## src/rtl/ifp_pkg.sv

```systemverilog
// Shared types, constants and datapath command codes for the indexed framebuffer palette unit.
package ifp_pkg;

    // Storage sizes
    localparam int PAL_ENTRIES = 256;
    localparam int PAL_AW      = $clog2(PAL_ENTRIES);
    localparam int USED_W      = $clog2(PAL_ENTRIES + 1);
    localparam int MAX_WIDTH   = 512;
    localparam int MAX_HEIGHT  = 256;
    localparam int PIX_DEPTH   = MAX_WIDTH * MAX_HEIGHT;
    localparam int PIX_AW      = $clog2(PIX_DEPTH);

    typedef logic [PIX_AW-1:0] pix_addr_t;
    typedef logic [USED_W-1:0] used_t;

    // Configuration port
    localparam int CFG_IDX_W  = 2;
    localparam int CFG_DATA_W = 16;

    localparam logic [CFG_IDX_W-1:0] CFG_WIDTH  = 2'd0;
    localparam logic [CFG_IDX_W-1:0] CFG_HEIGHT = 2'd1;
    localparam logic [CFG_IDX_W-1:0] CFG_MASK   = 2'd2;

    localparam logic [9:0]  RST_WIDTH  = 10'd320;
    localparam logic [8:0]  RST_HEIGHT = 9'd240;
    localparam logic [15:0] RST_MASK   = 16'hFFFF;

    // Item commands
    localparam logic [2:0] CMD_PIXEL = 3'd0;
    localparam logic [2:0] CMD_HRUN  = 3'd1;
    localparam logic [2:0] CMD_VRUN  = 3'd2;
    localparam logic [2:0] CMD_FLUSH = 3'd3;
    localparam logic [2:0] CMD_READ  = 3'd4;

    // Datapath operations issued by the controller
    localparam int OP_W = 4;

    localparam logic [OP_W-1:0] OP_NONE     = 4'd0;
    localparam logic [OP_W-1:0] OP_CLEAR    = 4'd1;
    localparam logic [OP_W-1:0] OP_LOAD     = 4'd2;
    localparam logic [OP_W-1:0] OP_SRCH_RD  = 4'd3;
    localparam logic [OP_W-1:0] OP_SRCH_CMP = 4'd4;
    localparam logic [OP_W-1:0] OP_ALLOC    = 4'd5;
    localparam logic [OP_W-1:0] OP_MUL      = 4'd6;
    localparam logic [OP_W-1:0] OP_BASE     = 4'd7;
    localparam logic [OP_W-1:0] OP_WRITE    = 4'd8;
    localparam logic [OP_W-1:0] OP_FL_CHK   = 4'd9;
    localparam logic [OP_W-1:0] OP_FL_PAL   = 4'd10;
    localparam logic [OP_W-1:0] OP_FL_OUT   = 4'd11;
    localparam logic [OP_W-1:0] OP_RD_SLOT  = 4'd12;
    localparam logic [OP_W-1:0] OP_RD_OUT   = 4'd13;
    localparam logic [OP_W-1:0] OP_EMIT     = 4'd14;

    typedef struct packed {
        logic [2:0]  cmd;
        logic [8:0]  pos_x;
        logic [7:0]  pos_y;
        logic [9:0]  run_length;
        logic [15:0] pixel_color;
        logic [7:0]  palette_slot;
    } in_item_t;

    typedef struct packed {
        logic [7:0]  assigned_index;
        logic        palette_full;
        logic [15:0] out_color;
        logic        frame_last;
    } out_item_t;

    typedef struct packed {
        logic clr_done;
        logic srch_end;
        logic match;
        logic run_go;
        logic is_flush;
        logic out_free;
    } status_t;

endpackage

```

## src/rtl/ifp_ctrl.sv

```systemverilog
// Controller state machine: sequences clearing, palette search, run writes, flush and read.
module ifp_ctrl (
    input  logic                     clk,
    input  logic                     rst_n,
    input  logic                     cmd_valid,
    output logic                     cmd_stall,
    input  logic [2:0]               item_cmd,
    input  ifp_pkg::status_t         status,
    output logic [ifp_pkg::OP_W-1:0] op
);

    localparam logic [3:0] S_CLEAR    = 4'd0;
    localparam logic [3:0] S_IDLE     = 4'd1;
    localparam logic [3:0] S_SRCH_RD  = 4'd2;
    localparam logic [3:0] S_SRCH_CMP = 4'd3;
    localparam logic [3:0] S_ALLOC    = 4'd4;
    localparam logic [3:0] S_MUL      = 4'd5;
    localparam logic [3:0] S_BASE     = 4'd6;
    localparam logic [3:0] S_WRITE    = 4'd7;
    localparam logic [3:0] S_FL_CHK   = 4'd8;
    localparam logic [3:0] S_FL_PAL   = 4'd9;
    localparam logic [3:0] S_FL_OUT   = 4'd10;
    localparam logic [3:0] S_RD_SLOT  = 4'd11;
    localparam logic [3:0] S_RD_OUT   = 4'd12;
    localparam logic [3:0] S_EMIT     = 4'd13;

    logic [3:0] state_reg;
    logic [3:0] state_next;

    always_ff @(posedge clk or negedge rst_n)
    begin
        if (!rst_n)
        begin
            state_reg <= S_CLEAR;
        end
        else
        begin
            state_reg <= state_next;
        end
    end

    always_comb
    begin
        state_next = state_reg;
        op         = ifp_pkg::OP_NONE;
        cmd_stall  = 1'b1;
        unique case (state_reg)
            S_CLEAR:
            begin
                op = ifp_pkg::OP_CLEAR;
                if (status.clr_done)
                begin
                    state_next = S_IDLE;
                end
            end
            S_IDLE:
            begin
                cmd_stall = 1'b0;
                if (cmd_valid)
                begin
                    op = ifp_pkg::OP_LOAD;
                    unique case (item_cmd)
                        ifp_pkg::CMD_PIXEL, ifp_pkg::CMD_HRUN, ifp_pkg::CMD_VRUN:
                            state_next = S_SRCH_RD;
                        ifp_pkg::CMD_FLUSH:
                            state_next = S_MUL;
                        ifp_pkg::CMD_READ:
                            state_next = S_RD_SLOT;
                        default:
                            state_next = S_EMIT;
                    endcase
                end
            end
            S_SRCH_RD:
            begin
                if (status.srch_end)
                begin
                    state_next = S_ALLOC;
                end
                else
                begin
                    op         = ifp_pkg::OP_SRCH_RD;
                    state_next = S_SRCH_CMP;
                end
            end
            S_SRCH_CMP:
            begin
                op         = ifp_pkg::OP_SRCH_CMP;
                state_next = status.match ? S_MUL : S_SRCH_RD;
            end
            S_ALLOC:
            begin
                op         = ifp_pkg::OP_ALLOC;
                state_next = S_MUL;
            end
            S_MUL:
            begin
                op         = ifp_pkg::OP_MUL;
                state_next = status.is_flush ? S_FL_CHK : S_BASE;
            end
            S_BASE:
            begin
                op         = ifp_pkg::OP_BASE;
                state_next = S_WRITE;
            end
            S_WRITE:
            begin
                // write one pixel per cycle until the run ends or leaves the canvas
                if (status.run_go)
                begin
                    op = ifp_pkg::OP_WRITE;
                end
                else
                begin
                    state_next = S_EMIT;
                end
            end
            S_FL_CHK:
            begin
                op         = ifp_pkg::OP_FL_CHK;
                state_next = S_FL_PAL;
            end
            S_FL_PAL:
            begin
                op         = ifp_pkg::OP_FL_PAL;
                state_next = S_FL_OUT;
            end
            S_FL_OUT:
            begin
                op         = ifp_pkg::OP_FL_OUT;
                state_next = S_EMIT;
            end
            S_RD_SLOT:
            begin
                op         = ifp_pkg::OP_RD_SLOT;
                state_next = S_RD_OUT;
            end
            S_RD_OUT:
            begin
                op         = ifp_pkg::OP_RD_OUT;
                state_next = S_EMIT;
            end
            S_EMIT:
            begin
                // hold until the output register is free
                if (status.out_free)
                begin
                    op         = ifp_pkg::OP_EMIT;
                    state_next = S_IDLE;
                end
            end
            default:
            begin
                state_next = S_IDLE;
            end
        endcase
    end

endmodule

```

## config.mk

```make
export PLATFORM = sky130hd
export DESIGN_NAME = ifp_ctrl
export DESIGN_NICKNAME = d
export VERILOG_FILES = /design/src/rtl/ifp_pkg.sv /design/src/rtl/ifp_ctrl.sv
export SDC_FILE = /design/constraint.sdc
export NUM_CORES = 1
export LEC_CHECK = 0
export ABC_AREA = 1
export BUFFER_PORTS_ARGS = -buffer_cell sky130_fd_sc_hd__buf_2
export CAP_MARGIN = 10
export CORE_AREA = 2 2 39 41
export DETAILED_ROUTE_END_ITERATION = 6
export DIE_AREA = 0 0 41 43
export PLACE_DENSITY = 0.65
export SETUP_SLACK_MARGIN = 0.2
export SYNTH_ARGS = -nofsm -noshare
export SYNTH_HDL_FRONTEND = slang
export SYNTH_SLANG_ARGS = --single-unit
```

## constraint.sdc

```tcl
create_clock -name clk -period 1.96 [get_ports clk]
set_clock_uncertainty 0.2 [all_clocks]
set_input_delay 0.196 -clock clk [delete_from_list [all_inputs] [get_ports clk]]
set_output_delay 0.196 -clock clk [all_outputs]
set_load 0.02 [all_outputs]
```

# Yosys cells after proc, flatten, opt, wreduce, memory -nomap -nowiden
# Cells that the tools add are included.
# totals
input_bits,12
word_cells,42
output_inout_bits,5
register_bits,4
# classes
reduce_logical,5
eq_ne,21
mux,15
# op_table
operator,n
case mux 4 bit (14 select lines),1
case mux 4 bit (13 select lines),1
2-to-1 mux 4 bit,7
equality test 4 bit (second input constant),6
equality test 4 x 3 -> 1 bit (second input constant),4
case mux 4 bit (3 select lines),1
equality test 4 x 2 -> 1 bit (second input constant),2
!= test 2 bit (second input constant),4
equality test 3 x 2 -> 1 bit (second input constant),2
2-to-1 mux 3 bit,2
equality test 4 x 1 -> 1 bit (second input constant),1
zero test 4 bit,1
2-to-1 mux 2 bit,2
AND reduction 4 bit,1
equality test 3 x 1 -> 1 bit (second input constant),1
equality test 3 bit (second input constant),1
zero test 3 bit,1
OR reduction 3 bit,1
OR reduction 2 bit,1
2-to-1 mux 1 bit,1

# Logic depth before layout (Yosys ltp)
# Gate-level depths: netlist (run 1).
# logic_depth
word_depth,5
mapped_depth,9
ltp_nobuf,9

# Worst setup path before layout (run 1)
# No wires, ideal clock.
# synth_path
path_type,register to output
start,register state_reg[0]
end,output op[1] in the netlist's numbering
path_stages_with_launch,5
required_ps,1564
setup_slack_ps,330
arrival_time_ps,1234
n_path_buf,0
path_cell_list,dfrtp_1 -> inv_1 -> nor2_2 -> nand2_2 -> o2111ai_1
# synth_via
elab_chain_len,2
word_cells_on_any_way,15
cone_classes,13 x eq/ne; 1 x mux; 1 x reduce/logical
# synth_lines
item,line_no,rtl
"start, declared",ifp_ctrl.sv:27,logic [3:0] state_reg;
"start signal, assigned",ifp_ctrl.sv:38,state_reg <= state_next;
equality test 4 bit (tied with other cells),ifp_ctrl.sv:47,unique case (state_reg)
case mux 4 bit (14 select lines) (*),ifp_ctrl.sv:47,
"end, declared",ifp_ctrl.sv:9,output logic [ifp_pkg::OP_W-1:0] op
# Mark *: on every way between the ends. The rest lies on a longest branch, timed or not.

# Final worst setup path (run 1)
# layout_path
start,register state_reg[1]
end,output op[1] in the netlist's numbering
# The elaborated chain is that of the path after synthesis.

==> impl_metrics.json, run 1 <==
{
  "status": "finished, final reports clean",
  "cts.sinks": 4,
  "synth_nets": 113,
  "portBuffers": 16,
  "cellLeakagePower_nw": 0.494,
  "drive_gt1_share_pct": 48.9,
  "yosys.area.top_type_share_pct": 23.2,
  "globalplace.congestion": 0.907,
  "synth.ff_latch_count": 4,
  "insertion_delay_ns": 0.23,
  "crit_arrival_ns": 1.39,
  "total_power_w": 0.00150,
  "final_core_util_pct": 62.9,
  "yosysSeqAreaShare_pct": 18.8,
  "slew_headroom_pct": 85.4,
  "max_freq_mhz": 559,
  "crit_end": "op[1]",
  "rsz0062_at_grt": "yes",
  "finalMaxSlewViolations": 0,
  "worst_pin_slew_ns": 0.218,
  "wl_per_cell_um": 11.7,
  "cts_tree": "done",
  "min_from": "status[2]",
  "avgSynthCellArea_um2": 5.28,
  "row_count": 14,
  "synthArstFlopShare_pct": 100,
  "grt_pass1_vias": 642,
  "cts_buffers": 3,
  "finalSetupViolCount": 0,
  "vias_per_cell": 5.06,
  "synth_common_cells": "nand2_1 (33), inv_1 (16), nor2_1 (16), nand3_1 (9), nor2_2 (6)",
  "rrSetupSlack_ns": 0.35,
  "min_period_ns": 1.79,
  "grt_pass1_wl_um": 2500,
  "start_util_pct": 38.5,
  "min_path_type": "in -> reg",
  "path_cells": "inv_2 > nand2_2 > nor3_4 > inv_1 > o2111ai_2 > buf_6",
  "timing.rr.end": "state_reg[0]",
  "io-pin-count": 17,
  "worstSetupStartpointType": "flop",
  "tns_ns": 0,
  "synthDistinctLibCells": 17,
  "antenna_found_initial": 0,
  "n_antenna_cell": 0,
  "synth_warnings": 0,
  "path_delay_family": "flip-flops",
  "critPathKind": "reg -> out",
  "die_area_mm2": 0.00176,
  "track_usage_pct": 20.6,
  "synth-edff-count": 0,
  "finalCritPeriodShare_pct": 91.3,
  "r2r_cells": 9,
  "area_delta_synth_final_pct": 63.4,
  "ant_nets": 0,
  "path_max_fanout": 4,
  "drv_cap": 0,
  "synth_top_area_cell": "nand2_1",
  "place_hpwl_um": 1120,
  "firstDrtPassIters": 4,
  "grt_max_degree": 8,
  "syn_inst": 101,
  "cts_buffer_depth": 2,
  "htree_levels": 1,
  "critical_path_required_ns": 1.56,
  "coreArea_mm2": 0.00138,
  "crit_slowest_cell": "dfrtp_2",
  "syn_area_um2": 533,
  "ir_drop_uv": 919,
  "wirelength_um": 1740,
  "largest_reg_flops": 4,
  "post-route-drc-count": 0,
  "cp.depth": 6,
  "synth_area_leaders": "nand2_1 (23%), dfrtp_1 (19%), inv_1 (11%), nor2_1 (11%), nand3_1 (8.5%)",
  "grt-ovfl-total": 0,
  "synthFlopType": "dfrtp_1",
  "num-nets-final": 147,
  "rr_startpoint": "state_reg[3]",
  "final-hold-violation-count": 0,
  "drtIter0Drc": 41,
  "vias": 754,
  "crit_buf_inv": 3,
  "p_per_area_mw_per_mm2": 1720,
  "synth_most_common_cell": "nand2_1",
  "die_y_um": 43,
  "root_buffer": "clkbuf_4",
  "clk_pin_slew_worst_paths_ns": 0.03,
  "startpoint": "state_reg[1]",
  "endpoint_kind": "primary output",
  "die_x_um": 41,
  "slowest_delay_ns": 0.43
}
[logic make-up after synthesis]
kind of cell,Yosys count,share of synthesized area [%]
AO/OA/AOI/OAI,7,8.21
buffers and inverters,17,12.0
flip-flops,4,18.8
AND/OR/NAND/NOR,73,61.0
[worst register-to-register path, cell delays in order (launching register included)]
cell and delay [ns]:
dfrtp_2 0.47, nor2_4 0.08, buf_4 0.14, buf_4 0.13, nand3_1 0.07, nand2_1 0.07
nor2_1 0.14, nand2_1 0.07, nor2_1 0.08, nor2_1 0.04
[worst min path at each step]
stage              endpoint  depth (start not counted)
6_report       state_reg[1]                          3
3_5_place_dp   state_reg[3]                          1
2_1_floorplan  state_reg[0]                          0
5_1_grt        state_reg[1]                          3
4_1_cts        state_reg[1]                          3
3_3_place_gp   state_reg[3]                          1
[metal layers]
metal,vias up,global-route usage [%],wire (um)
met1,337,26.3,713
met3,2,7.85,104
met4,0,4.00,16
li1,381,-,-
met2,34,32.2,908
met5,-,0,0
[where the power goes]
| part | switching (W) | internal [W] | total [W] |
|---|---|---|---|
| clock network | 0.0000315 | 0.0000683 | 0.0000998 |
| logic | 0.000664 | 0.000499 | 0.00116 |
| registers | 0.000101 | 0.000132 | 0.000233 |
| total | 0.000797 | 0.000700 | 0.00150 |
[cell type report]
| type | count | area [um^2] |
|---|---|---|
| multi-input cells | 80 | 459 |
| inverters | 17 | 66.3 |
| fillers | 132 | 513 |
| clock buffers | 3 | 22.5 |
| well taps | 16 | 20.0 |
| flip-flops and latches | 4 | 105 |
| repair buffers | 29 | 198 |
[repair_timing]
item	CTS	global route
resized for setup	17	22
hold buffers	1	0
endpoints found under the setup margin	4	4
endpoints found under the hold margin	4	0
buffers inserted	3	8
pin swaps	1	7
[layout by cell type (no fill, tap or decap), types with 3 or more instances in the layout]
master,instances
nor2_1,13
clkbuf_4,3
inv_2,6
inv_1,10
buf_2,12
buf_4,14
nand2_2,7
nand3_1,8
nand2_1,27
o21ai_0,3
dfrtp_2,4
nor2_4,7
[stage by stage]
step	setup WS (ns)	cells	instance area, um^2	hold WS, ns
3_3_place_gp	0.347	134	641	-0.198
5_1_grt	0.0934	149	871	0.0456
6_report	0.170	149	871	0.0335
2_1_floorplan	0.330	101	533	-0.300
3_5_place_dp	0.343	134	641	-0.197
4_1_cts	0.177	141	746	0.0169
Note: power is estimated with default switching activity, not from simulation.
==> run 2, diff against run 1 <==
BUFFER_PORTS_ARGS = unset   (was -buffer_cell sky130_fd_sc_hd__buf_2)
DONT_BUFFER_PORTS = 1   (was unset)
PLACE_DENSITY = 0.54   (was 0.65)
==> impl_metrics.json, run 2 (synthesized netlist as in run 1, its figures left out) <==
{
  "status": "finished, final reports clean",
  "wirelength_um": 1610,
  "n_antenna_cell": 0,
  "slowest_delay_ns": 0.45,
  "finalSetupViolCount": 0,
  "num-nets-final": 126,
  "path_max_fanout": 4,
  "finalCritPeriodShare_pct": 90.4,
  "min_period_ns": 1.77,
  "antenna_found_initial": 0,
  "final-hold-violation-count": 0,
  "cellLeakagePower_nw": 0.406,
  "coreArea_mm2": 0.00138,
  "globalplace.congestion": 0.858,
  "final_common_cell": "nand2_1",
  "drive_gt1_share_pct": 31.3,
  "met1_usage_pct": 24.0,
  "grt_pass1_vias": 572,
  "wl_per_cell_um": 12.6,
  "met2_usage_pct": 31.6,
  "crit_arrival_ns": 1.38,
  "cts_tree": "done",
  "crit_slowest_cell": "dfrtp_2",
  "portBuffers": 0,
  "max_freq_mhz": 565,
  "vias": 679,
  "drtIter0Drc": 22,
  "tns_ns": 0,
  "post-route-drc-count": 0,
  "start_util_pct": 38.5,
  "die_y_um": 43,
  "area_delta_synth_final_pct": 34.3,
  "p_per_area_mw_per_mm2": 1720,
  "rsz0062_at_grt": "yes",
  "ir_drop_uv": 917,
  "io-pin-count": 17,
  "worstSetupStartpointType": "flop",
  "track_usage_pct": 20.5,
  "largest_reg_flops": 4,
  "critical_path_required_ns": 1.56,
  "drv_cap": 0,
  "die_x_um": 41,
  "crit_buf_inv": 3,
  "place_hpwl_um": 1230,
  "root_buffer": "clkbuf_4",
  "top_usage_layer": "met2",
  "clk_pin_slew_worst_paths_ns": 0.04,
  "ant_nets": 0,
  "vias_per_cell": 5.30,
  "grt_use_met3_pct": 8.90,
  "fin_hold_ws_ns": 0.00799,
  "finalMaxSlewViolations": 0,
  "grt_max_degree": 7,
  "slew_headroom_pct": 68.9,
  "insertion_delay_ns": 0.24,
  "die_area_mm2": 0.00176,
  "endpoint_kind": "primary output",
  "path_delay_family": "flip-flops",
  "grt_pass1_wl_um": 2320,
  "row_count": 14,
  "final_cell_mix": "nand2_1 (31), inv_1 (13), nor2_1 (13)",
  "cts.sinks": 4,
  "htree_levels": 1,
  "cts_buffers": 3,
  "min_path_type": "in -> reg",
  "cts_buffer_depth": 2,
  "worst_pin_slew_ns": 0.465,
  "critPathKind": "reg -> out",
  "path_cells": "inv_4 > nand2_4 > nor3_4 > inv_1 > o2111ai_2 > buf_4",
  "firstDrtPassIters": 4,
  "grt-ovfl-total": 0,
  "final_core_util_pct": 51.7
}
[run 2: tightest hold or removal path: stages]
cell and delay (ns):
nand2_1 0.05, nand4_1 0.08, nand2_1 0.05, nand2_1 0.04
[run 2: power breakdown]
| part | switching (W) | internal [W] | total, W |
|---|---|---|---|
| Sequential | 0.0000884 | 0.000133 | 0.000221 |
| Combinational | 0.000588 | 0.000322 | 0.000910 |
| Clock | 0.0000338 | 0.0000684 | 0.000102 |
| Total | 0.000710 | 0.000523 | 0.00123 |
[run 2: final timing paths]
check | start | to | slack, ns | cells after the start
max | state_reg[1] | op[1] | 0.19 | 6
max in group asynchronous | rst_n | state_reg[1] | 1.34 | 1
min reg2reg | state_reg[1] | state_reg[0] | 0.57 | 4
min | item_cmd[2] | state_reg[3] | 0.008 | 4
min in group asynchronous | rst_n | state_reg[2] | 0.03 | 1
max reg2reg | state_reg[0] | state_reg[0] | 0.37 | 8
[run 2: what timing repair did]
action | in CTS | in global routing
gates resized for setup | 11 | 12
endpoints found under the setup margin | 4 | 3
pin swaps | 2 | 4
hold buffers | 3 | 0
setup buffers | 2 | 1
hold endpoints to repair | 6 | 0
[run 2: layout make-up]
cell class	count	area, um^2
clock buffer	3	22.5
fill	151	668
inverter	17	66.3
multi-input combinational	80	434
sequential	4	105
tap	16	20.0
timing repair buffer	8	67.6
[run 2: per-layer routing]
metal	part of all wire [%]	vias to the layer above	routed length (um)
met5	0	-	0
met4	1.2	0	19
met3	9.2	2	149
met2	48	33	774
met1	41	305	669
li1	-	339	-
[run 2: metrics by stage]
| stage | std cells | instance area, um^2 | setup WS, ns | total power (W) |
|---|---|---|---|---|
| 5_1_grt | 128 | 716 | 0.0982 | 0.00134 |
| 2_1_floorplan | 101 | 533 | 0.330 | 0.000753 |
| 3_3_place_gp | 119 | 568 | 0.314 | 0.000929 |
| 3_5_place_dp | 119 | 568 | 0.284 | 0.000931 |
| 6_report | 128 | 716 | 0.189 | 0.00123 |
| 4_1_cts | 127 | 669 | 0.146 | 0.00114 |
==> run 3, diff against run 2 <==
CAP_MARGIN = unset   (was 10)
PLACE_DENSITY = 0.65   (was 0.54)
==> impl_metrics.json, run 3 (synthesized netlist as in run 1, its figures left out) <==
{
  "status": "finished, final reports clean",
  "routed-wl-met3_um": 94,
  "dpl_cell_area_um2": 561,
  "final-hold-violation-count": 0,
  "portBuffers": 0,
  "vias": 709,
  "clk_pin_slew_worst_paths_ns": 0.03,
  "final_common_cell": "nand2_1",
  "area_delta_synth_final_pct": 44.1,
  "die_area_mm2": 0.00176,
  "stdcell_area_um2": 768,
  "row_count": 14,
  "crit_slowest_cell": "dfrtp_2",
  "top_layer": "met4",
  "slowest_delay_ns": 0.44,
  "wl_per_cell_um": 12.7,
  "wl_met2_um": 852,
  "cts_buffers": 3,
  "worst_pin_slew_ns": 0.468,
  "grt_pass1_wl_um": 2600,
  "num-nets-final": 132,
  "grt-ovfl-total": 0,
  "coreArea_mm2": 0.00138,
  "min_path_type": "in -> reg",
  "cellLeakagePower_nw": 0.435,
  "crit_arrival_ns": 1.40,
  "wl_met1_um": 708,
  "drtIter0Drc": 21,
  "root_buffer": "clkbuf_4",
  "insertion_delay_ns": 0.24,
  "firstDrtPassIters": 4,
  "finalCritPeriodShare_pct": 91.5,
  "drive_gt1_share_pct": 33.9,
  "place_hpwl_um": 1140,
  "post-route-drc-count": 0,
  "largest_reg_flops": 4,
  "antenna_found_initial": 0,
  "max_freq_mhz": 558,
  "globalplace.congestion": 0.911,
  "io-pin-count": 17,
  "cts_buffer_depth": 2,
  "min_from": "status[5]",
  "slew_headroom_pct": 68.7,
  "drv_cap": 0,
  "rr_startpoint": "state_reg[0]",
  "min_period_ns": 1.79,
  "die_y_um": 43,
  "cts_tree": "done",
  "path_cells": "inv_2 > nor2_4 > buf_6 > o211ai_1 > o2111ai_1 > buf_4",
  "p_per_area_mw_per_mm2": 1770,
  "wirelength_um": 1700,
  "die_x_um": 41,
  "critPathKind": "reg -> out",
  "cts.sinks": 4,
  "hold_depth": 3,
  "timing.rr.end": "state_reg[0]",
  "ant_nets": 0,
  "vias_per_cell": 5.29,
  "path_max_fanout": 5,
  "rsz0062_at_grt": "yes",
  "start_util_pct": 38.5,
  "finalMaxSlewViolations": 0,
  "track_usage_pct": 21.8,
  "htree_levels": 1,
  "r2r_cells": 10,
  "grt_max_degree": 7,
  "tns_ns": 0,
  "critical_path_required_ns": 1.56,
  "finalSetupViolCount": 0,
  "endpoint_kind": "primary output",
  "final_cell_mix": "nand2_1 (31), inv_1 (14), nor2_1 (13)",
  "hold_end": "state_reg[0]",
  "n_antenna_cell": 0,
  "grt_pass1_vias": 632,
  "ir_drop_uv": 698,
  "worstSetupStartpointType": "flop",
  "rrSetupSlack_ns": 0.29
}
==> run 3: cell types whose count changed in the layout (fill, tap and decap cells not counted), sizes merged <==
cell | previous run | this run
buf | 5 | 11
==> run 3: report_power, final <==
group	total, W	internal [W]	switching, W
logic	0.00104	0.000397	0.000641
registers	0.000216	0.000133	0.0000837
clock network	0.000102	0.0000685	0.0000335
total	0.00136	0.000598	0.000758
==> run 3: cell type report <==
class                      instances  area (um^2)
clock buffer                       3         22.5
timing repair buffer              14          116
inverter                          17         66.3
multi-input combinational         80          438
tap                               16         20.0
fill                             123          616
sequential                         4          105
==> run 3: how the worst max path moves through the flow <==
stage / start / endpoint / slack, ns / cells past startpoint
6_report: state_reg[0] / op[1] / 0.17 / 6
5_1_grt: state_reg[1] / op[3] / 0.11 / 4
4_1_cts: state_reg[2] / op[2] / 0.18 / 6
3_5_place_dp: state_reg[0] / op[1] / 0.23 / 5
3_3_place_gp: state_reg[0] / op[1] / 0.28 / 5
2_1_floorplan: state_reg[0] / op[1] / 0.33 / 4
==> run 3: routing by layer <==
layer	vias up	GRT usage, %
met5	-	0
met4	0	6.00
met3	4	9.95
met2	26	32.5
met1	326	27.3
li1	353	-
==> run 3: what timing repair did <==
action / 4_1_cts / 5_1_grt
pin swaps: 6 / 8
hold buffers: 3 / 0
endpoints found under the setup margin: 4 / 4
resized for setup: 18 / 6
setup buffers: 6 / 4
hold endpoints to repair: 6 / 0
==> run 3: per-stage QoR <==
step | cells | total power, W | hold slack [ns] | utilization, % | setup WS (ns)
5_1_grt | 134 | 0.00147 | 0.0260 | 55.5 | 0.113
3_3_place_gp | 118 | 0.000900 | -0.300 | 40.5 | 0.285
4_1_cts | 130 | 0.00124 | 0.0285 | 51.8 | 0.180
6_report | 134 | 0.00136 | 0.0333 | 55.5 | 0.166
3_5_place_dp | 118 | 0.000915 | -0.300 | 40.5 | 0.227
2_1_floorplan | 101 | 0.000753 | -0.300 | - | 0.330
==> run 3: critical path: cells and delay by family, from the launching register on <==
| kind | cells | cell delay, ns |
|---|---|---|
| compound gates | 2 | 0.29 |
| flops | 1 | 0.44 |
| buf+inv | 3 | 0.39 |
| simple gates | 1 | 0.05 |
